--- config.mk ---
export PLATFORM = sky130hd
export DESIGN_NAME = ftws_div
export DESIGN_NICKNAME = d
export VERILOG_FILES = /design/src/hdl/ftws_pkg.sv /design/src/hdl/ftws_div.sv
export SDC_FILE = /design/constraint.sdc
export NUM_CORES = 1
export LEC_CHECK = 0
export ABC_AREA = 1
export BUFFER_PORTS_ARGS = -buffer_cell sky130_fd_sc_hd__buf_2
export CORE_MARGIN = 4
export CORE_UTILIZATION = 60
export CTS_CLUSTER_SIZE = 14
export DETAILED_ROUTE_END_ITERATION = 12
export PLACE_DENSITY = 0.82
export SETUP_SLACK_MARGIN = 0.02
export SYNTH_ARGS = -nofsm -noshare
export SYNTH_HDL_FRONTEND = slang
export SYNTH_SLANG_ARGS = --single-unit
--- constraint.sdc ---
create_clock -name clk -period 6.2 [get_ports clk]
set_input_delay 1.24 -clock clk [delete_from_list [all_inputs] [get_ports clk]]
set_output_delay 1.24 -clock clk [all_outputs]
set_load 0.1 [all_outputs]
--- src/hdl/ftws_pkg.sv ---
// ----------------------------------------------------------------------------
// ftws_pkg: shared types and constants of the frame time window statistics
// Holds widths, register reset values, the sequencer states and the control
// structs that the top level broadcasts to the window and sort cell rows.
// ----------------------------------------------------------------------------
package ftws_pkg;

	// Window geometry.
	localparam int DEPTH = 256;
	localparam int IDX_W = $clog2(DEPTH);
	localparam int CNT_W = IDX_W + 1;

	// Field widths.
	localparam int FT_W   = 34;
	localparam int TS_W   = 48;
	localparam int SPAN_W = 24;
	localparam int FPS_W  = 27;
	localparam int PID_W  = 23;
	localparam int SUM_W  = FT_W + IDX_W;
	localparam int DVD_W  = 46;
	localparam int DVS_W  = SUM_W + 1;
	localparam int REG_W  = 34;
	localparam int RIX_W  = 3;

	// Register indexes.
	localparam logic [RIX_W-1:0] REG_WINDOW_SPAN = 3'd0;
	localparam logic [RIX_W-1:0] REG_FRAME_CAP   = 3'd1;
	localparam logic [RIX_W-1:0] REG_INTERVAL    = 3'd2;
	localparam logic [RIX_W-1:0] REG_FRAME_LIMIT = 3'd3;
	localparam logic [RIX_W-1:0] REG_PID         = 3'd4;

	// Register reset values.
	localparam logic [SPAN_W-1:0] RST_WINDOW_SPAN = 24'd2000000;
	localparam logic [CNT_W-1:0]  RST_FRAME_CAP   = 9'd256;
	localparam logic [SPAN_W-1:0] RST_INTERVAL    = 24'd500000;
	localparam logic [FT_W-1:0]   RST_FRAME_LIMIT = 34'd10000000000;

	// Average fps arithmetic: twice 1e11, and the saturation level.
	localparam logic [37:0]      FPS_NUM2 = 38'd200000000000;
	localparam logic [DVD_W-1:0] FPS_MAX  = 46'd100000000;

	// Sequencer states.
	typedef enum logic [2:0] {
		ST_IDLE,
		ST_PUSH,
		ST_EVICT,
		ST_GATHER,
		ST_MED,
		ST_THR,
		ST_SPIKE,
		ST_OUT
	} state_t;

	// Window cell operations.
	typedef enum logic [1:0] {
		WOP_HOLD,
		WOP_WRITE,
		WOP_SHIFT,
		WOP_ROT
	} win_op_t;

	// Sort cell operations.
	typedef enum logic [1:0] {
		SOP_HOLD,
		SOP_CLEAR,
		SOP_INSERT,
		SOP_ROT
	} sort_op_t;

	typedef struct packed {
		win_op_t          op;
		logic [IDX_W-1:0] idx;
		logic [FT_W-1:0]  frame;
		logic [TS_W-1:0]  tstamp;
	} win_ctl_t;

	typedef struct packed {
		sort_op_t         op;
		logic [IDX_W-1:0] idx;
		logic [FT_W-1:0]  x;
	} sort_ctl_t;

endpackage

--- src/hdl/ftws_div.sv ---
// ----------------------------------------------------------------------------
// ftws_div: serial restoring divider
// Produces one quotient bit per cycle, most significant first, and holds
// the quotient once busy falls.
// ----------------------------------------------------------------------------
module ftws_div (
	input  logic                        clk,
	input  logic                        arst_n,
	input  logic                        start,
	input  logic [ftws_pkg::DVD_W-1:0]  dividend,
	input  logic [ftws_pkg::DVS_W-1:0]  divisor,
	output logic                        busy,
	output logic [ftws_pkg::DVD_W-1:0]  quot
);
	import ftws_pkg::*;

	localparam int STEP_W = $clog2(DVD_W + 1);

	logic [DVS_W-1:0]  rem_q;
	logic [DVD_W-1:0]  dvd_q;
	logic [DVD_W-1:0]  quot_q;
	logic [DVS_W-1:0]  dvs_q;
	logic [STEP_W-1:0] step_q;
	logic              busy_q;
	logic [DVS_W:0]    trial;
	logic              fits;

	// Trial subtraction of one step. The remainder stays below the divisor,
	// so a trial that does not fit also fits the remainder register.
	always_comb begin
		trial = {rem_q, dvd_q[DVD_W-1]};
		fits  = trial >= {1'b0, dvs_q};
	end

	// Control.
	always_ff @(posedge clk or negedge arst_n) begin
		if (!arst_n) begin
			busy_q <= 1'b0;
			step_q <= '0;
		end else if (start) begin
			busy_q <= 1'b1;
			step_q <= STEP_W'(DVD_W);
		end else if (busy_q) begin
			step_q <= step_q - 1'b1;
			if (step_q == STEP_W'(1)) begin
				busy_q <= 1'b0;
			end
		end
	end

	// Datapath.
	always_ff @(posedge clk) begin
		if (start) begin
			rem_q  <= '0;
			dvd_q  <= dividend;
			dvs_q  <= divisor;
			quot_q <= '0;
		end else if (busy_q) begin
			rem_q  <= fits ? DVS_W'(trial - {1'b0, dvs_q}) : trial[DVS_W-1:0];
			dvd_q  <= {dvd_q[DVD_W-2:0], 1'b0};
			quot_q <= {quot_q[DVD_W-2:0], fits};
		end
	end

	assign busy = busy_q;
	assign quot = quot_q;

endmodule

==> results.toml <==
[timing]
setup_ws_ns = 3.03
tns_ns = 0
finalSetupViolations = 0
period_needed_ns = 3.17
max-slew-margin-rel_pct = 22.9
finClkSkew_ns = 0.0193
fmax_mhz = 315
finalHoldViolCount = 0
fin_crit_sh_pct = 51.2
worst_slew_pin_slew_ns = 1.15
drv_slew = 0
rsz0062_at_grt = "false"

[cts]
post_cts_buffers = 0
cts.sinks = 185
htree_levels = 4
ctsHoldBuffers = 0
cts_resized = 0
clockBufferDepth = 2
cts_tree = "built"
clkSlewWorstSetupHoldPaths_ns = 0.08
clk_latency_ns = 0.45
clockRootBuffer = "clkbuf_16"
numCtsBuffers = 17

[die]
die_width_um = 143
io_pins = 139
core_area_um2 = 17500
rows = 48
start_util_pct = 61.9
die_area_um2 = 20300
die_h_um = 143

[final_layout]
final_cell_mix = "nand2_1 (562), inv_1 (263), buf_2 (137), nor2_1 (121)"
multi_input_area_um2 = 5020
area_delta_synth_final_pct = 13.7
nets = 1796
fillCellCount = 1476
regArea_um2 = 4630
design_area_um2 = 12300
layout-drive-gt1-share_pct = 12.3
mostFrequentLayoutCell = "nand2_1"

[global_route]
antenna_found_initial = 1
grt_max_degree = 82
grt_usage_pct = 26.7
grt-ovfl-total = 0
grt_pass1_vias = 9606
grt_pass1_wl_um = 44300

[routing]
wl_met3_um = 2310
first_iter_violations = 806
met2_wirelength_um = 12300
drc_errors = 0
highest_layer = "met5"
postRouteAntennaNets = 0
viasPerCell = 5.32
drtPass1Iterations = 6
wl_met1_um = 11600
routed_wl_um = 26800
num_vias = 10090
wire_per_inst_um = 14.1

[pwr]
power_density_nw_per_um2 = 324
cellLeakagePower_nw = 6.54
ir_drop_mv = 0.227

[setup_path]
path_delay_family = "buffers and inverters"
slowest_stage = "buf_4"
critical_path_class = "flop to output port"
worstPathCellList = "buf_4 > buf_2"
endpoint_kind = "output port"
critPathLaunchType = "flop"
cpPeakStageDelay_ns = 0.57
path_max_fanout = 67
critical_path_arrival_ns = 1.93
crit_required_ns = 4.96
path_buf_inv = 2

[logic_synthesis]
syn-num-nets = 1678
seq_area_frac_synth_pct = 42.6
yosysUniqueCellTypes = 37
synth_area_per_cell_um2 = 7.05
synth_edf_count = 89
syn_area_um2 = 10900
synth.top_cell.area_share_pct = 24.6
synthArstFlopShare_pct = 3.78
synth_warnings = 0
syn-instance-count = 1540
ys.flop_type = "edfxtp_1"
synth_area_leaders = "edfxtp_1 (25%), nand2_1 (19%), dfxtp_1 (16%)"
synth_largest_area_cell = "edfxtp_1"
ys_seq_elements = 185

[place]
placed_area_um2 = 11700
place_ws_ns = 2.69
dp_hpwl_um = 19400
port_buffers = 138
gp_congestion = 1.00

[min_path]
hp-class = "flop to flop"

[status]
outcome = "completed"

[job]
max_cap_viol_count = 0
==> path summary, 6_finish.rpt <==
check                           from  cells past startpoint         to  slack, ns
max in group asynchronous     arst_n                      1       busy       5.40
setup / recovery                busy                      2       busy       3.03
min in group asynchronous     arst_n                      1  step_q[5]       0.62
hold reg to reg             quot[45]                      2   quot[45]       0.47
hold / removal              quot[45]                      2   quot[45]       0.47
setup reg to reg           dvd_q[45]                     16  rem_q[28]       3.14
==> routing by layer <==
| layer | up-vias | track usage, % |
|---|---|---|
| li1 | 5092 | - |
| met1 | 4545 | 34.9 |
| met2 | 386 | 43.9 |
| met3 | 65 | 6.79 |
| met4 | 2 | 8.05 |
| met5 | - | 0 |
==> sequential cells by signal (all words and copies together) (netlist names) <==
signal	cells
busy	1
quot	46
rem_q	43
dvs_q	43
dvd_q	46
step_q	6
==> worst min-delay path: cells and delay by family, from the launching register on <==
family	cells	cell delay, ns
compound gates	1	0.06
flops	1	0.33
simple gates	1	0.05
==> power breakdown <==
part | total, W | switching [W] | internal (W)
combinational | 0.00133 | 0.000889 | 0.000444
clock | 0.00116 | 0.000576 | 0.000588
sequential | 0.00150 | 0.0000807 | 0.00141
==> through the flow <==
stage	total power, W	util, %	instances	hold slack (ns)
2_1_floorplan	0.00251	-	1540	0.448
6_report	0.00399	70.4	1897	0.471
5_1_grt	0.00426	70.3	1896	0.516
4_1_cts	0.00400	70.3	1896	0.476
3_5_place_dp	0.00282	66.6	1864	0.457
3_3_place_gp	0.00280	66.6	1864	0.442
==> cells in the mapped netlist, types with 10 or more instances <==
library cell  instances
nand2_1             562
inv_1               264
nor2_1              121
dfxtp_1              89
edfxtp_1             89
nand3_1              84
nand4_1              50
ha_1                 45
o22ai_1              43
a21oi_1              42
clkbuf_1             25
xor2_1               17
nor2_2               14
o21ai_0              14
nand3b_1             13
buf_2                10
==> layout make-up <==
cell class | count | share of cell area [%]
multi-input cells | 1040 | 40.7
flip-flops and latches | 185 | 37.5
inverters | 270 | 8.21
repair buffers | 144 | 5.98
clock buffers | 18 | 3.65
well taps | 225 | 2.28
clock inverters | 14 | 1.60
diodes | 1 | 0.0203
==> logic make-up after synthesis <==
| group | share of synthesized area [%] |
|---|---|
| adders and majority gates | 5.37 |
| and+or+nand+nor | 33.7 |
| AOI/OAI and AO/OA | 5.88 |
| DFF | 42.6 |
| buffers and inverters | 11.1 |
| xor gates and xnor gates | 1.37 |
No activity file was read; power rests on OpenSTA's default activity.
