===== src/hdl/ftws_pkg.sv =====
// ----------------------------------------------------------------------------
// ftws_pkg: shared types and constants of the frame time window statistics
// Holds widths, register reset values, the sequencer states and the control
// structs that the top level broadcasts to the window and sort cell rows.
// ----------------------------------------------------------------------------
package ftws_pkg;

	// Window geometry.
	localparam int DEPTH = 256;
	localparam int IDX_W = $clog2(DEPTH);
	localparam int CNT_W = IDX_W + 1;

	// Field widths.
	localparam int FT_W   = 34;
	localparam int TS_W   = 48;
	localparam int SPAN_W = 24;
	localparam int FPS_W  = 27;
	localparam int PID_W  = 23;
	localparam int SUM_W  = FT_W + IDX_W;
	localparam int DVD_W  = 46;
	localparam int DVS_W  = SUM_W + 1;
	localparam int REG_W  = 34;
	localparam int RIX_W  = 3;

	// Register indexes.
	localparam logic [RIX_W-1:0] REG_WINDOW_SPAN = 3'd0;
	localparam logic [RIX_W-1:0] REG_FRAME_CAP   = 3'd1;
	localparam logic [RIX_W-1:0] REG_INTERVAL    = 3'd2;
	localparam logic [RIX_W-1:0] REG_FRAME_LIMIT = 3'd3;
	localparam logic [RIX_W-1:0] REG_PID         = 3'd4;

	// Register reset values.
	localparam logic [SPAN_W-1:0] RST_WINDOW_SPAN = 24'd2000000;
	localparam logic [CNT_W-1:0]  RST_FRAME_CAP   = 9'd256;
	localparam logic [SPAN_W-1:0] RST_INTERVAL    = 24'd500000;
	localparam logic [FT_W-1:0]   RST_FRAME_LIMIT = 34'd10000000000;

	// Average fps arithmetic: twice 1e11, and the saturation level.
	localparam logic [37:0]      FPS_NUM2 = 38'd200000000000;
	localparam logic [DVD_W-1:0] FPS_MAX  = 46'd100000000;

	// Sequencer states.
	typedef enum logic [2:0] {
		ST_IDLE,
		ST_PUSH,
		ST_EVICT,
		ST_GATHER,
		ST_MED,
		ST_THR,
		ST_SPIKE,
		ST_OUT
	} state_t;

	// Window cell operations.
	typedef enum logic [1:0] {
		WOP_HOLD,
		WOP_WRITE,
		WOP_SHIFT,
		WOP_ROT
	} win_op_t;

	// Sort cell operations.
	typedef enum logic [1:0] {
		SOP_HOLD,
		SOP_CLEAR,
		SOP_INSERT,
		SOP_ROT
	} sort_op_t;

	typedef struct packed {
		win_op_t          op;
		logic [IDX_W-1:0] idx;
		logic [FT_W-1:0]  frame;
		logic [TS_W-1:0]  tstamp;
	} win_ctl_t;

	typedef struct packed {
		sort_op_t         op;
		logic [IDX_W-1:0] idx;
		logic [FT_W-1:0]  x;
	} sort_ctl_t;

endpackage


===== src/hdl/ftws_win_cell.sv =====
// ----------------------------------------------------------------------------
// ftws_win_cell: one slot of the frame window
// Holds a frame time and its timestamp. Cell 0 is always the oldest frame;
// eviction shifts the row toward cell 0, a rotation walks it for readout.
// ----------------------------------------------------------------------------
module ftws_win_cell (
	input  logic                                clk,
	input  ftws_pkg::win_ctl_t                  ctl,
	input  logic [ftws_pkg::IDX_W-1:0]          my_idx,
	input  logic [ftws_pkg::FT_W-1:0]           nxt_frame,
	input  logic [ftws_pkg::TS_W-1:0]           nxt_tstamp,
	input  logic [ftws_pkg::FT_W-1:0]           head_frame,
	input  logic [ftws_pkg::TS_W-1:0]           head_tstamp,
	output logic [ftws_pkg::FT_W-1:0]           frame,
	output logic [ftws_pkg::TS_W-1:0]           tstamp
);
	import ftws_pkg::*;

	logic [FT_W-1:0] frame_q;
	logic [TS_W-1:0] tstamp_q;

	// Slot update: write at the tail, shift from the neighbor, or wrap the head.
	always_ff @(posedge clk) begin
		case (ctl.op)
			WOP_WRITE: begin
				if (my_idx == ctl.idx) begin
					frame_q  <= ctl.frame;
					tstamp_q <= ctl.tstamp;
				end
			end
			WOP_SHIFT: begin
				frame_q  <= nxt_frame;
				tstamp_q <= nxt_tstamp;
			end
			WOP_ROT: begin
				if (my_idx == ctl.idx) begin
					frame_q  <= head_frame;
					tstamp_q <= head_tstamp;
				end else begin
					frame_q  <= nxt_frame;
					tstamp_q <= nxt_tstamp;
				end
			end
			default: begin
			end
		endcase
	end

	assign frame  = frame_q;
	assign tstamp = tstamp_q;

endmodule


===== config.mk =====
export PLATFORM = sky130hd
export DESIGN_NAME = ftws_win_cell
export DESIGN_NICKNAME = d
export VERILOG_FILES = /design/src/hdl/ftws_pkg.sv /design/src/hdl/ftws_win_cell.sv
export SDC_FILE = /design/constraint.sdc
export NUM_CORES = 1
export LEC_CHECK = 0
export ABC_AREA = 1
export BUFFER_PORTS_ARGS = -buffer_cell sky130_fd_sc_hd__buf_2
export CORE_AREA = 2 2 136 138
export DETAILED_ROUTE_END_ITERATION = 7
export DIE_AREA = 0 0 138 140
export HOLD_SLACK_MARGIN = 0.05
export PLACE_DENSITY = 0.66
export SLEW_MARGIN = 20
export SYNTH_ARGS = -nofsm -noshare
export SYNTH_HDL_FRONTEND = slang
export SYNTH_SLANG_ARGS = --single-unit

===== constraint.sdc =====
create_clock -name clk -period 9.1 [get_ports clk]
set_input_delay 0.455 -clock clk [delete_from_list [all_inputs] [get_ports clk]]
set_output_delay 0.455 -clock clk [all_outputs]
set_load 0.05 [all_outputs]

==> results.yml, run 1 <==
status:
  status: "finished, final reports clean"
global_routing:
  overflow: 0
  grt_pass1_wl_um: 30300
  grt_max_degree: 84
  gr-usage-all-layers_pct: 19.5
  grt_pass1_vias: 6145
  antenna_found_initial: 0
run:
  drv_cap: 0
floorplanning:
  core-area_um2: 17800
  die_y_um: 140
  die_w_um: 138
  num_rows: 49
  io_pins: 347
  die-area_um2: 19300
  start_util_pct: 34.0
timing:
  worst_pin_slew_ns: 1.03
  fin_ws_ns: 5.36
  slew_viol_final: 0
  setup_viol: 0
  max_slew_margin_pct: 31.4
  finalHoldViolations: 0
  rsz0062_at_grt: "false"
  final.min_clock_period_ns: 3.74
  timing.fmax_ghz: 0.267
  period_share_pct: 41.1
  fin_tns_setup_ns: 0
setup_path:
  crit_required_ns: 9.05
  critPathKind: "in -> reg"
  worst-path-max-fanout: 83
  cp-start-kind: "input pin"
  cp.arrival_ns: 3.70
  end_kind: "flip-flop"
synthesis:
  async_flop_share_pct: 0
  netlist_instances: 909
  yosys-top-cells-area: "edfxtp_1 41%, nand2_1 16%, inv_1 16%"
  syn_area_per_cell_um2: 6.66
  yosys.area.top_type_share_pct: 40.7
  yosys.area.top_type: "edfxtp_1"
  synth_area_um2: 6050
  synth_edf_count: 82
  yosysSeqAreaShare_pct: 40.7
  synth_seq_cells: 82
  synth_ff_type: "edfxtp_1"
  ys_top_cells_by_count: "265 x nand2_1, 256 x inv_1, 164 x nand3_1"
  synth_most_common_cell: "nand2_1"
  yosysWarnings: 0
  synth_nets: 1174
  yosysUniqueCellTypes: 14
routing:
  drt-initial-drc-count: 277
  route.vias.total: 6646
  wl_per_cell_um: 13.4
  drc: 0
  viasPerCell: 4.57
  wl_um: 19400
  route.antenna.remaining_nets: 0
  dr.pass1.iters: 4
power:
  power.switching_mw: 0.404
  combPwrFrac_pct: 30.0
  power.density_nw_per_um2: 146
  p_seq_share_pct: 40.1
  leakage_nw: 4.74
  intPower_mw: 0.775
  switching_share_pct: 34.3
  clkPwrFrac_pct: 29.8
  peakVddDrop_uv: 80.7
place:
  dp_worst_setup_slack_ns: 5.02
  gp_congestion: 0.820
  placed_area_um2: 7800
  hpwl_um: 14000
  port_buffers: 346
final_layout:
  layout-drive-gt1-share_pct: 30.4
  layout.nets: 1485
  regArea_um2: 2460
  n_antenna_cell: 0
  multi_input_area_um2: 2310
  post-route-cell-area_um2: 8090
  fill_cells: 1834
  area_delta_synth_final_pct: 33.6
worst_hold_path:
  min_path_type: "in -> reg"
clock_network:
  numCtsBuffers: 9
  cts_hold_buf: 0
  htreeDepth: 3
  clockBufferDepth: 2
  cts_setup_buffers: 0
  cts_resized: 0
  path_clk_slew_ns: 0.06
  cts_root_buffer: "clkbuf_16"
  cts.sinks: 82
  cts_tree: "yes"
[area by class of cell]
class	count	share of cell area, %
flip-flops and latches	82	30.4
inverters	257	11.9
repair buffers	352	22.0
clock buffers	11	2.88
multi-input cells	518	28.6
well taps	229	3.54
clock inverters	5	0.681
[per-layer routing]
layer	GRT usage, %	vias to the layer above	share of wire [%]
li1	-	3382	-
met1	23.8	2937	41
met2	33.9	306	49
met3	5.03	21	7.9
met4	5.80	0	1.7
met5	0	-	0
[metrics by stage]
step | power [mW] | util (%) | hold WS, ns | std cells
2_1_floorplan | 0.716 | - | 0.727 | 909
3_3_place_gp | 0.835 | 43.9 | 0.803 | 1438
3_5_place_dp | 0.837 | 43.9 | 0.809 | 1438
4_1_cts | 1.20 | 45.5 | 0.452 | 1454
5_1_grt | 1.24 | 45.5 | 0.463 | 1454
6_report | 1.18 | 45.5 | 0.471 | 1454
[logic make-up after synthesis]
kind of cell / count (synthesis) / synth area share [%]
flip-flops: 82 / 40.7
buffers and inverters: 309 / 21.7
AND/OR/NAND/NOR: 431 / 30.1
AO/OA/AOI/OAI: 83 / 6.86
XOR/XNOR: 4 / 0.579
[final timing paths]
check,from,endpoint,slack (ns),cells after the start
setup / recovery,ctl[87],frame[9],5.36,8
hold / removal,ctl[91],tstamp[1],0.47,3
[critical path: stages]
cell and delay [ns]:
buf_2 0.10, xnor2_1 0.15, nand2_1 0.12, nor2_4 0.09, buf_4 0.72, nand2_4 0.79
o21ai_4 0.37, buf_4 0.83
[cell usage in the layout, fill, tap and decap left out]
cell,netlist,routed
nor2_4,0,2
nand2_2,0,1
clkinvlp_4,0,1
buf_2,2,346
o21ai_4,0,1
clkbuf_1,14,2
clkinv_4,0,1
inv_2,1,2
edfxtp_1,82,82
buf_4,9,6
clkbuf_16,0,9
bufinv_16,0,1
inv_1,256,255
nand3_1,164,164
xnor2_1,4,4
o21ai_0,82,82
clkinv_1,0,1
clkinv_2,0,1
nand2_4,0,1
nand2_1,265,263
[registers in the layout, indices dropped and copies added (netlist names)]
signal  cells
frame      34
tstamp     48
[power groups by stage]
stage          registers, mW  logic [mW]  clock network [mW]
2_1_floorplan          0.614       0.101                   0
3_3_place_gp           0.481       0.354                   0
3_5_place_dp           0.482       0.355                   0
4_1_cts                0.474       0.356               0.366
5_1_grt                0.477       0.384               0.380
6_report               0.473       0.354               0.352
Note: power is estimated with default switching activity, not from simulation.
==> run 2, diff against run 1 <==
Settings changed: CORE_AREA 2 2 136 138 to 2 2 134 136, DIE_AREA 0 0 138 140 to 0 0 136 138, PLACE_DENSITY 0.66 to 0.67.
Clock period 9.1 ns to 3.6 ns, I/O delays scaled along.
==> results.yml, run 2 (same netlist as run 1, synthesis figures left out) <==
timing:
  slew_viol_final: 0
  finalHoldViolations: 0
  timing.fmax_ghz: 0.537
  rsz0062_at_grt: "false"
  max_slew_margin_pct: 37.0
  worst_pin_slew_ns: 0.946
  final.min_clock_period_ns: 1.86
  period_share_pct: 51.8
  hold_slack_ns: 0.206
  fin_tns_setup_ns: 0
  setup_viol: 0
global_routing:
  overflow: 0
  gr-usage-all-layers_pct: 19.4
  grt_max_degree: 83
  antenna_found_initial: 1
  grt_pass1_vias: 5955
  grt_pass1_wl_um: 29000
routing:
  drc: 0
  viasPerCell: 4.54
  route.vias.total: 6615
  wl_um: 18900
  dr.pass1.iters: 5
  wl_per_cell_um: 13.0
  route.antenna.remaining_nets: 0
  drt-initial-drc-count: 338
worst_hold_path:
  min_path_type: "in -> reg"
place:
  hpwl_um: 13500
  port_buffers: 346
  gp_congestion: 0.844
final_layout:
  fill_cells: 1892
  layout.nets: 1489
  area_delta_synth_final_pct: 33.7
  mostFrequentLayoutCell: "buf_2"
  final_cell_mix: "346 x buf_2, 263 x nand2_1, 255 x inv_1"
  n_antenna_cell: 0
  layout-drive-gt1-share_pct: 30.7
  multi_input_area_um2: 2310
  regArea_um2: 2460
  largest_reg_flops: 48
floorplanning:
  die_w_um: 136
  io_pins: 347
  die-area_um2: 18800
  die_y_um: 138
  num_rows: 49
  core-area_um2: 17500
  start_util_pct: 34.5
clock_network:
  clockBufferDepth: 2
  cts_resized: 0
  cts_root_buffer: "clkbuf_16"
  cts_hold_buf: 0
  cts_tree: "yes"
  cts_setup_buffers: 0
  path_clk_slew_ns: 0.06
  numCtsBuffers: 9
  cts.sinks: 82
  htreeDepth: 3
setup_path:
  cp.arrival_ns: 1.83
  crit_required_ns: 3.57
  critPathKind: "in -> reg"
  startpoint: "ctl[83]"
  end_kind: "flip-flop"
  cp-start-kind: "input pin"
  worst-path-max-fanout: 48
  cp.depth: 7
  crit_path_cell_trace: "buf_2 -> xnor2_1 -> nand2_1 -> nor2_4 -> nand2_4 -> o21ai_4 -> buf_4"
  slowest_stage: "buf_4"
  slowest_delay_ns: 0.53
  endpoint: "tstamp[10]"
  path_delay_family: "buffers and inverters"
  worst-path-buf-inv: 2
power:
  peakVddDrop_uv: 202
  power.density_nw_per_um2: 359
  leakage_nw: 4.75
status:
  status: "finished, final reports clean"
run:
  drv_cap: 0
==> run 2: cell types whose count changed in the layout (fill, tap and decap cells not counted) <==
cell       before  now
buf_4           6   10
bufinv_16       1    0
clkbuf_1        2    0
clkinv_2        1    3
==> run 2: layout make-up <==
class                           instances  area share (%)
Sequential cell                        82            30.4
Multi-Input combinational cell        518            28.5
Timing Repair Buffer                  356            22.3
Inverter                              257            11.9
Tap cell                              229            3.54
Clock buffer                            9            2.78
Clock inverter                          6           0.433
==> run 2: metal layers <==
metal | part of all wire (%) | up-vias | routed length (um) | GRT usage, %
met1 | 38 | 2864 | 7240 | 22.2
met5 | 0.069 | - | 13 | 0
met2 | 49 | 320 | 9280 | 34.1
li1 | - | 3383 | - | -
met3 | 9.2 | 46 | 1750 | 4.33
met4 | 3.5 | 2 | 656 | 9.16
==> run 2: worst min-delay path by stage <==
stage	cells after the start	startpoint	endpoint	slack, ns
final	5	ctl[15]	tstamp[15]	0.21
after detailed placement	5	ctl[15]	tstamp[15]	0.55
after global placement	5	ctl[40]	tstamp[40]	0.55
after CTS	5	ctl[15]	tstamp[15]	0.18
after global routing	5	ctl[15]	tstamp[15]	0.21
after floorplan	4	ctl[48]	frame[0]	0.45
==> run 2: per-stage QoR <==
stage               setup slack, ns  area, um^2  power (mW)  std cells  util (%)
global placement               1.39        7830        2.10       1442      44.7
detailed placement             1.35        7830        2.11       1442      44.7
floorplan                     0.161        6060        1.81        909         -
global route                   1.60        8090        3.06       1457      46.1
CTS                            1.70        8090        2.94       1457      46.1
finish                         1.74        8090        2.90       1457      46.1
==> run 2: where the power goes <==
group	switching [mW]	total [mW]	internal [mW]
clock	0.367	0.825	0.458
sequential	0.0251	1.19	1.17
combinational	0.630	0.888	0.259
==> run 2: worst min-delay path: cells and delay by family <==
family                 cells  cell delay, ns
AND/OR/NAND/NOR            2            0.09
buffers and inverters      2            0.11
AO/OA/AOI/OAI              1            0.06
