`config.mk`:
```
export PLATFORM = sky130hd
export DESIGN_NAME = ftws_sort_cell
export DESIGN_NICKNAME = d
export VERILOG_FILES = /design/src/hdl/ftws_pkg.sv /design/src/hdl/ftws_sort_cell.sv
export SDC_FILE = /design/constraint.sdc
export NUM_CORES = 1
export LEC_CHECK = 0
export BUFFER_PORTS_ARGS = -buffer_cell sky130_fd_sc_hd__buf_2
export CORE_MARGIN = 3
export CORE_UTILIZATION = 50
export DETAILED_ROUTE_END_ITERATION = 10
export GPL_TIMING_DRIVEN = 0
export PLACE_DENSITY = 0.88
export SYNTH_ARGS = -nofsm -noshare
export SYNTH_HDL_FRONTEND = slang
export SYNTH_SLANG_ARGS = --single-unit
```
`constraint.sdc`:
```
create_clock -name clk -period 5.2 [get_ports clk]
set_input_delay 1.3 -clock clk [delete_from_list [all_inputs] [get_ports clk]]
set_output_delay 1.3 -clock clk [all_outputs]
set_load 0.01 [all_outputs]
```
`src/hdl/ftws_pkg.sv`:
```
// ----------------------------------------------------------------------------
// ftws_pkg: shared types and constants of the frame time window statistics
// Holds widths, register reset values, the sequencer states and the control
// structs that the top level broadcasts to the window and sort cell rows.
// ----------------------------------------------------------------------------
package ftws_pkg;

	// Window geometry.
	localparam int DEPTH = 256;
	localparam int IDX_W = $clog2(DEPTH);
	localparam int CNT_W = IDX_W + 1;

	// Field widths.
	localparam int FT_W   = 34;
	localparam int TS_W   = 48;
	localparam int SPAN_W = 24;
	localparam int FPS_W  = 27;
	localparam int PID_W  = 23;
	localparam int SUM_W  = FT_W + IDX_W;
	localparam int DVD_W  = 46;
	localparam int DVS_W  = SUM_W + 1;
	localparam int REG_W  = 34;
	localparam int RIX_W  = 3;

	// Register indexes.
	localparam logic [RIX_W-1:0] REG_WINDOW_SPAN = 3'd0;
	localparam logic [RIX_W-1:0] REG_FRAME_CAP   = 3'd1;
	localparam logic [RIX_W-1:0] REG_INTERVAL    = 3'd2;
	localparam logic [RIX_W-1:0] REG_FRAME_LIMIT = 3'd3;
	localparam logic [RIX_W-1:0] REG_PID         = 3'd4;

	// Register reset values.
	localparam logic [SPAN_W-1:0] RST_WINDOW_SPAN = 24'd2000000;
	localparam logic [CNT_W-1:0]  RST_FRAME_CAP   = 9'd256;
	localparam logic [SPAN_W-1:0] RST_INTERVAL    = 24'd500000;
	localparam logic [FT_W-1:0]   RST_FRAME_LIMIT = 34'd10000000000;

	// Average fps arithmetic: twice 1e11, and the saturation level.
	localparam logic [37:0]      FPS_NUM2 = 38'd200000000000;
	localparam logic [DVD_W-1:0] FPS_MAX  = 46'd100000000;

	// Sequencer states.
	typedef enum logic [2:0] {
		ST_IDLE,
		ST_PUSH,
		ST_EVICT,
		ST_GATHER,
		ST_MED,
		ST_THR,
		ST_SPIKE,
		ST_OUT
	} state_t;

	// Window cell operations.
	typedef enum logic [1:0] {
		WOP_HOLD,
		WOP_WRITE,
		WOP_SHIFT,
		WOP_ROT
	} win_op_t;

	// Sort cell operations.
	typedef enum logic [1:0] {
		SOP_HOLD,
		SOP_CLEAR,
		SOP_INSERT,
		SOP_ROT
	} sort_op_t;

	typedef struct packed {
		win_op_t          op;
		logic [IDX_W-1:0] idx;
		logic [FT_W-1:0]  frame;
		logic [TS_W-1:0]  tstamp;
	} win_ctl_t;

	typedef struct packed {
		sort_op_t         op;
		logic [IDX_W-1:0] idx;
		logic [FT_W-1:0]  x;
	} sort_ctl_t;

endpackage

```
`src/hdl/ftws_sort_cell.sv`:
```
// ----------------------------------------------------------------------------
// ftws_sort_cell: one cell of the systolic insertion sorter
// The row keeps its values in ascending order. An inserted value lands at
// once: larger values step one cell up. Empty cells act as infinity.
// ----------------------------------------------------------------------------
module ftws_sort_cell (
	input  logic                        clk,
	input  logic                        arst_n,
	input  ftws_pkg::sort_ctl_t         ctl,
	input  logic [ftws_pkg::IDX_W-1:0]  my_idx,
	input  logic [ftws_pkg::FT_W-1:0]   prev_val,
	input  logic                        prev_vld,
	input  logic [ftws_pkg::FT_W-1:0]   nxt_val,
	input  logic [ftws_pkg::FT_W-1:0]   head_val,
	output logic [ftws_pkg::FT_W-1:0]   val,
	output logic                        vld
);
	import ftws_pkg::*;

	logic [FT_W-1:0] val_q;
	logic            vld_q;
	logic            keep;
	logic            take_x;

	// Insert decision: keep own value, take the new one, or take the lower one.
	always_comb begin
		keep   = vld_q && (val_q <= ctl.x);
		take_x = (my_idx == '0) || (prev_vld && (prev_val <= ctl.x));
	end

	// Valid flag.
	always_ff @(posedge clk or negedge arst_n) begin
		if (!arst_n) begin
			vld_q <= 1'b0;
		end else begin
			case (ctl.op)
				SOP_CLEAR: vld_q <= 1'b0;
				SOP_INSERT: begin
					if (!keep) begin
						vld_q <= take_x ? 1'b1 : prev_vld;
					end
				end
				default: begin
				end
			endcase
		end
	end

	// Value.
	always_ff @(posedge clk) begin
		case (ctl.op)
			SOP_INSERT: begin
				if (!keep) begin
					val_q <= take_x ? ctl.x : prev_val;
				end
			end
			SOP_ROT: begin
				val_q <= (my_idx == ctl.idx) ? head_val : nxt_val;
			end
			default: begin
			end
		endcase
	end

	assign val = val_q;
	assign vld = vld_q;

endmodule

```
==> results of run 1 <==
## power breakdown
part	leakage [nW]	switching (mW)	total (mW)	internal, mW
registers	0.353	0.0245	0.387	0.362
logic	2.40	0.245	0.443	0.198
clock network	0.0515	0.116	0.238	0.121
## routing by layer
| layer | part of all wire, % | vias to the layer above | wire length [um] | track usage, % |
|---|---|---|---|---|
| met2 | 50 | 357 | 7810 | 52.3 |
| li1 | - | 2444 | - | - |
| met1 | 37 | 2412 | 5780 | 35.1 |
| met4 | 2.9 | 0 | 446 | 9.95 |
| met5 | 0 | - | 0 | 0 |
| met3 | 9.8 | 51 | 1520 | 3.67 |
## how the worst max path moves through the flow
stage	startpoint	endpoint	slack [ps]	cells past startpoint
4_1_cts	ctl[31]	val[12]	140	9
3_5_place_dp	ctl[31]	val[19]	-160	9
3_3_place_gp	ctl[33]	val[19]	-20	9
6_report	ctl[31]	val[11]	560	9
5_1_grt	ctl[31]	val[32]	390	9
2_1_floorplan	ctl[33]	val[0]	1120	8
## state kept, by name, indices dropped and copies added (netlist names)
register  flops
val          34
vld           1
## cell usage in the layout, fill, tap and decap left out, types with 29 or more instances in the layout
cell	n
a211oi_1	35
buf_2	194
clkbuf_1	29
edfxtp_1	34
ha_1	68
inv_1	42
mux2i_1	34
nand2_1	79
nor3_1	37
o22ai_1	34
or3_1	35
## worst max-delay path, delay by kind of cell
family / cells / cell delay (ps)
compound gates: 3 / 1220
fa+ha+maj: 1 / 310
buf+inv: 2 / 160
simple gates: 3 / 1540
## stage by stage
stage	worst slack, ps	utilization, %	hold WS [ps]	power [mW]
floorplan	1120	-	708	0.643
global route	392	66.8	765	1.13
detailed placement	-158	65.6	727	0.828
CTS	135	66.8	740	1.06
global placement	-18.3	65.6	706	0.805
finish	562	66.8	743	1.07
## area by class of cell
| class | count | area, um2 |
|---|---|---|
| flip-flops and latches | 35 | 1050 |
| clock buffers | 8 | 100 |
| inverters | 42 | 158 |
| fillers | 712 | 2810 |
| multi-input cells | 428 | 3100 |
| plain buffers | 36 | 165 |
| well taps | 105 | 131 |
| repair buffers | 191 | 956 |
## kinds of logic (layout without fill, tap and decap cells)
family | count (synthesis) | count (layout)
and+or+nand+nor | 191 | 191
buffers and inverters | 78 | 277
DFF | 35 | 35
adders and majority gates | 68 | 68
muxes | 34 | 34
xor gates and xnor gates | 8 | 8
AOI/OAI and AO/OA | 127 | 127
==> impl_metrics.yaml, run 1 <==
synth:
  synth_ff_type: "edfxtp_1"
  avgSynthCellArea_um2: 8.26
  synth_top_area_share_pct: 22.9
  synth_compound_area_share_pct: 19.8
  async_reset_ff_share_pct: 2.86
  synth.distinct_cells: 41
  yosys-top-cells-area: "edfxtp_1 (23%), ha_1 (19%), mux2i_1 (7.6%), nand2_1 (6.6%), a211oi_1 (5.9%)"
  synth_top_family_by_area: "simple AND/OR/NAND/NOR gates"
  ys_ff_latch: 35
  ys_seq_area_share_pct: 23.4
  synth-adder-area-share_pct: 19.0
  synth-simple-area-share_pct: 21.4
  synth_cells: 541
  yosysTopAreaCell: "edfxtp_1"
  muxShareOfSynthArea_pct: 7.62
  ys_top_cells_by_count: "nand2_1 (79), ha_1 (68), inv_1 (42), nor3_1 (37)"
  yosys_warnings: 0
  synth_area_mm2: 0.00447
  synth_edf_count: 34
  synth_most_common_cell: "nand2_1"
  syn-num-nets: 766
  synth_xor_area_share_pct: 1.57
critical_path:
  crit_path_start_kind: "input port"
  r2r_setup_slack_ps: 1300
  r2r_cells: 7
  arrival_ps: 4560
  crit_required_ps: 5120
  crit_type: "in -> reg"
  critPathSlowestCell: "a21o_2"
  slowest_delay_ps: 730
  reg2reg_from: "val[33]"
  crit_path_cell_trace: "buf_2 -> inv_1 -> ha_1 -> nand4_1 -> or4_1 -> nor4_1 -> o41ai_1 -> a31oi_1 -> a21o_2"
  cp_max_fo: 34
  critPathCaptureType: "flop"
  r2r_end: "val[11]"
cts:
  cts_hold_buf: 0
  cts_num_sinks: 35
  post_cts_buffers: 0
  tritoncts: "built"
  cts-root-buf: "clkbuf_8"
  clk_latency_ps: 300
  numCtsBuffers: 5
  post_cts_resized: 0
  cts_max_level: 2
  clk_pin_slew_ps: 80
  clock_path_buffers: 2
final_layout:
  diodes: 0
  final_cell_count_no_fill: 845
  drive_gt1_share_pct: 28.6
  final_area_mm2: 0.00566
  syn_to_final_growth_pct: 26.6
  nNetsFinal: 964
route:
  drc: 0
  num_vias: 5264
  drt-initial-drc-count: 414
  ant_nets: 0
  drt_wl_total_mm: 15.6
  wire_per_inst_um: 18.4
  first_pass_iters: 5
  via_per_inst: 6.23
grt:
  grt.total_usage_pct: 28.9
  grt_pass1_vias: 5151
  antenna_found_initial: 0
  grt_max_degree: 35
  grt_remaining_overflow: 0
  grt_pass1_wl_mm: 23.5
die:
  io_pins: 192
  start_util_pct: 52.8
  coreArea_mm2: 0.00846
  rows: 33
  die_w_um: 101
  die_area_mm2: 0.0101
  die_y_um: 101
status:
  status: "finished, final reports clean"
timing:
  fin_crit_ps: 4640
  period_share_pct: 89.2
  slew_violations: 0
  setup_viol_count_final: 0
  hold_viol: 0
  skew_ps: 12.9
  tightestPinTransition_ps: 914
  slew_headroom_pct: 38.9
  max_freq_mhz: 216
  tns_ps: 0
  rsz0062_at_grt: "false"
placement:
  dpl.hpwl_mm: 12.2
  placed_area_mm2: 0.00556
  dp_cells: 837
  globalplace.congestion: 0.922
  io_buffers: 191
hold_path:
  worstHoldEndpoint: "vld"
  worstHoldPathType: "reg -> reg"
  min_path_cells: 3
  hp-start: "vld"
run:
  maxCapViolCount: 0
pwr:
  vdd_drop_max_uv: 126
  p_leak_nw: 2.80
  power.density_mw_per_mm2: 189
Power figures use the tool's default switching activity.
==> inputs of run 2 (changes only) <==
CELL_PAD_IN_SITES_DETAIL_PLACEMENT = 1   (was default)
CELL_PAD_IN_SITES_GLOBAL_PLACEMENT = 1   (was default)
CORE_UTILIZATION = 38   (was 50)
GPL_TIMING_DRIVEN = 1   (was 0)
PLACE_DENSITY = 0.94   (was 0.88)
==> run 2 against run 1 <==
Against the previous run: sequential cell count unchanged; critical path depth up 1; total power up 18%; clock skew down 5.6 ps; wire length up 17%; combinational power up 4.7%; count of clock-buffer cells in the layout down 2; via count down 0.80%; setup slack better by 290 ps; sequential share of layout area down 0.33 points; critical path type unchanged; highest routed layer unchanged.
==> impl_metrics.yaml, run 2 (same netlist as run 1, synthesis figures left out) <==
timing:
  tns_ps: 0
  tightestPinTransition_ps: 1130
  slew_violations: 0
  rsz0062_at_grt: "false"
  skew_ps: 7.37
  fin_crit_ps: 4340
  setup_ws_ps: 857
  hold_viol: 0
  period_share_pct: 83.5
  slew_headroom_pct: 24.1
  holdWs_ps: 786
  max_freq_mhz: 230
  setup_viol_count_final: 0
final_layout:
  fin_util_pct: 51.6
  largest_reg_flops: 34
  layout_commonest_cell: "buf_2"
  nNetsFinal: 937
  drive_gt1_share_pct: 30.4
  final_cell_mix: "buf_2 (191), nand2_1 (78), ha_1 (68), inv_1 (42), nor3_1 (37)"
  final_cell_count_no_fill: 853
  syn_to_final_growth_pct: 28.9
  diodes: 0
  fillers: 1427
critical_path:
  crit_type: "in -> reg"
  cp_max_fo: 20
  crit_required_ps: 5180
  arrival_ps: 4320
  slowest_delay_ps: 600
  critPathSlowestCell: "or4_1"
  r2r_cells: 8
  crit_path_start_kind: "input port"
  crit_path_cell_trace: "buf_2 -> inv_1 -> ha_1 -> nand4_1 -> or4_1 -> nor4_1 -> o41ai_1 -> a31oi_1 -> a21o_1 -> buf_12"
  critPathCaptureType: "flop"
route:
  drt_wl_total_mm: 18.1
  first_pass_iters: 4
  drc: 0
  drt-initial-drc-count: 245
  ant_nets: 0
  wire_per_inst_um: 21.3
  via_per_inst: 6.12
  num_vias: 5222
cts:
  cts_max_level: 2
  cts-root-buf: "clkbuf_16"
  clk_pin_slew_ps: 60
  post_cts_buffers: 0
  tritoncts: "built"
  clock_path_buffers: 2
  clk_latency_ps: 280
  cts_hold_buf: 0
  numCtsBuffers: 5
  post_cts_resized: 0
  cts_num_sinks: 35
pwr:
  vdd_drop_max_uv: 169
  p_leak_nw: 2.83
  power.density_mw_per_mm2: 218
hold_path:
  worstHoldPathType: "in -> async"
die:
  die_area_mm2: 0.0131
  io_pins: 192
  die_w_um: 114
  rows: 38
  coreArea_mm2: 0.0112
  die_y_um: 114
  start_util_pct: 40.0
placement:
  place_ws_ps: 599
  io_buffers: 191
  dp_cells: 845
  globalplace.congestion: 0.877
  dpl.hpwl_mm: 14.3
grt:
  grt_pass1_vias: 5694
  grt_max_degree: 103
  grt_pass1_wl_mm: 28.2
  grt.total_usage_pct: 27.0
  antenna_found_initial: 0
  grt_remaining_overflow: 0
status:
  status: "finished, final reports clean"
run:
  maxCapViolCount: 0
[run 2: worst max-delay path: cells and delay by family]
family,cells,cell delay (ps)
simple gates,3,1300
compound gates,3,980
buf+inv,3,430
fa+ha+maj,1,300
[run 2: cell type report]
class	instances	area, um2	area share, %
clock buffer	6	129	2.24
clock inverter	2	60.1	1.04
inverter	42	158	2.74
multi-input combinational	428	3140	54.6
sequential	35	1050	18.2
tap	140	175	3.04
timing repair buffer	200	1050	18.2
[run 2: where the power goes]
| group | leakage (nW) | internal [mW] | switching, mW |
|---|---|---|---|
| clock | 0.0911 | 0.275 | 0.126 |
| combinational | 2.39 | 0.201 | 0.263 |
| sequential | 0.353 | 0.363 | 0.0280 |
[run 2: metrics by stage]
step / power [mW] / area (um2)
5_1_grt: 1.32 / 5760
4_1_cts: 1.25 / 5760
6_report: 1.26 / 5760
3_5_place_dp: 0.852 / 5570
3_3_place_gp: 0.815 / 5570
2_1_floorplan: 0.643 / 4470
[run 2: worst paths after layout]
kind,start,end,slack [ps]
hold / removal,arst_n,vld,790
setup reg to reg,val[32],val[2],1590
max in group asynchronous,arst_n,vld,4330
hold reg to reg,vld,vld,790
setup / recovery,ctl[33],val[2],860
min in group clk,vld,vld,790
[run 2: metal layers]
| layer | wire length [um] | global-route usage, % |
|---|---|---|
| met4 | 655 | 11.7 |
| met5 | 0 | 0 |
| met1 | 7110 | 32.0 |
| met2 | 9190 | 48.6 |
| met3 | 1190 | 3.22 |
==> inputs of run 3 (changes only) <==
ABC_AREA = 1   (was default)
CORE_UTILIZATION = 30   (was 38)
PLACE_DENSITY = 0.84   (was 0.94)
clock period = 3.5 ns   (was 5.2 ns; I/O delays follow)
==> run 3 against run 2 <==
Against the previous run: register-to-register slack worse by 430 ps; clock power up 12%; first-iteration DRC count down 31%.
==> impl_metrics.yaml, run 3 <==
synth:
  synth_cells: 662
  syn-num-nets: 887
  avgSynthCellArea_um2: 6.63
  ys_seq_area_share_pct: 23.8
  synth_ff_type: "edfxtp_1"
  synth.distinct_cells: 27
  synth_area_mm2: 0.00439
  synth_compound_area_share_pct: 11.9
  synth_top_area_share_pct: 23.3
  ys_ff_latch: 35
  synth_xor_area_share_pct: 1.60
  synth-adder-area-share_pct: 19.4
  ys_top_cells_by_count: "nand2_1 (173), inv_1 (133), nand3_1 (74), ha_1 (68), a21oi_1 (58)"
  synth_top_family_by_area: "simple AND/OR/NAND/NOR gates"
  yosys_warnings: 0
  async_reset_ff_share_pct: 2.86
  yosys-top-cells-area: "edfxtp_1 (23%), ha_1 (19%), nand2_1 (15%), inv_1 (11%), nand3_1 (8.4%)"
  muxShareOfSynthArea_pct: 0
  synth_edf_count: 34
  synth-simple-area-share_pct: 28.6
  yosysTopAreaCell: "edfxtp_1"
  synth_most_common_cell: "nand2_1"
final_layout:
  diodes: 0
  syn_to_final_growth_pct: 28.6
  largest_reg_flops: 34
  final_cell_mix: "buf_2 (191), nand2_1 (170), inv_1 (133), nand3_1 (74), ha_1 (68)"
  fillers: 1906
  final_area_mm2: 0.00564
  layout_commonest_cell: "buf_2"
  drive_gt1_share_pct: 25.3
  final_cell_count_no_fill: 1023
  nNetsFinal: 1067
critical_path:
  crit_top_cell: "nand2_1"
  crit_required_ps: 3540
  crit_path_start: "ctl[15]"
  critPathSlowestCell: "ha_1"
  crit_path_start_kind: "input port"
  slowest_delay_ps: 300
  cp_max_fo: 35
  crit_type: "in -> reg"
  reg2reg_from: "val[33]"
  arrival_ps: 2800
  critPathCaptureType: "flop"
  crit_path_cell_trace: "buf_2 -> inv_1 -> ha_1 -> nand2_1 -> nor2_2 -> a21boi_0 -> nor2_1 -> nand2_1 -> nand2_1 -> nand2_2 -> nand2_8 -> nand2_8 -> nand2_1 -> nand3_1 -> nand2_1"
die:
  die_area_mm2: 0.0161
  die_w_um: 127
  coreArea_mm2: 0.0141
  start_util_pct: 31.1
  die_y_um: 127
  rows: 43
  io_pins: 192
timing:
  skew_ps: 10.0
  tightestPinTransition_ps: 651
  slew_headroom_pct: 56.6
  rsz0062_at_grt: "false"
  tns_ps: 0
  hold_viol: 0
  slew_violations: 0
  fin_crit_ps: 2760
  max_freq_mhz: 362
  period_share_pct: 79.0
  setup_viol_count_final: 0
run:
  maxCapViolCount: 0
grt:
  grt_pass1_vias: 5066
  grt_pass1_wl_mm: 24.2
  grt_remaining_overflow: 0
  grt.total_usage_pct: 18.3
  antenna_found_initial: 0
  grt_max_degree: 69
cts:
  post_cts_buffers: 0
  cts_num_sinks: 35
  tritoncts: "built"
  cts_hold_buf: 0
  cts_max_level: 2
  numCtsBuffers: 5
  clock_path_buffers: 2
  clk_pin_slew_ps: 60
  clk_latency_ps: 280
  post_cts_resized: 0
  cts-root-buf: "clkbuf_16"
route:
  drt-initial-drc-count: 169
  ant_nets: 0
  via_per_inst: 4.76
  drt_wl_total_mm: 14.9
  first_pass_iters: 4
  drc: 0
  wire_per_inst_um: 14.6
  num_vias: 4873
pwr:
  vdd_drop_max_uv: 153
  power.density_mw_per_mm2: 285
  p_leak_nw: 3.32
placement:
  dpl.hpwl_mm: 12.2
  dp_cells: 1015
  io_buffers: 191
  globalplace.congestion: 0.792
  placed_area_mm2: 0.00551
status:
  status: "finished, final reports clean"
hold_path:
  worstHoldPathType: "in -> async"
==> run 3: changes by cell type in the layout (fill, tap and decap cells not counted), sizes merged, moves of 35 or more <==
cell | before | now
a211oi | 35 | 0
a21oi | 21 | 58
inv | 42 | 134
nand2 | 79 | 176
nand3 | 5 | 74
nor3 | 37 | 1
or3 | 35 | 0
==> run 3: logic make-up (layout without fill, tap and decap cells) <==
group / count (synthesis) / after routing
flip-flops: 35 / 35
XOR/XNOR: 8 / 8
AND/OR/NAND/NOR: 291 / 291
buffers and inverters: 158 / 339
AO/OA/AOI/OAI: 102 / 102
adder cells (fa/ha/maj): 68 / 68
==> run 3: where the power goes <==
group	internal, mW	switching (mW)	total, mW	leakage, nW
clock	0.266	0.184	0.450	0.0652
sequential	0.522	0.0275	0.549	0.339
combinational	0.249	0.359	0.609	2.92
total	1.04	0.571	1.61	3.32
==> run 3: layer usage <==
layer | vias to the layer above | track usage, % | share of wire [%]
met5 | - | 0 | 0
met1 | 2224 | 23.1 | 44
li1 | 2496 | - | -
met2 | 138 | 33.0 | 49
met3 | 15 | 2.95 | 5.6
met4 | 0 | 3.47 | 1.2
==> run 3: critical path, delay by kind of cell <==
| kind | cells | cell delay (ps) |
|---|---|---|
| AND/OR/NAND/NOR | 11 | 1280 |
| adder cells (fa/ha/maj) | 1 | 300 |
| AO/OA/AOI/OAI | 1 | 190 |
| buffers and inverters | 2 | 150 |
==> run 3: area by class of cell <==
cell class	instances	area, um2	area share (%)
Inverter	134	503	8.91
Sequential cell	35	1050	18.5
Timing Repair Buffer	197	1030	18.2
Clock buffer	8	136	2.42
Multi-Input combinational cell	469	2710	48.0
Tap cell	180	225	3.99
==> run 3: path summary, 6_finish.rpt <==
check                               end  slack [ps]  depth (start not counted)
worst max-delay path            val[10]         740                         15
worst min-delay path                vld         360                          1
worst max register to register   val[7]        1160                         14
worst min register to register      vld         690                          4
max in group asynchronous           vld        3060                          1
min in group clk                    vld         690                          4
==> run 3: through the flow <==
step,worst slack (ps),hold slack (ps),power [mW],utilization (%)
detailed placement,427,652,1.17,39.1
global route,480,355,1.73,40.0
floorplan,405,579,0.923,-
CTS,726,355,1.62,40.0
global placement,510,651,1.15,39.1
finish,736,362,1.61,40.0
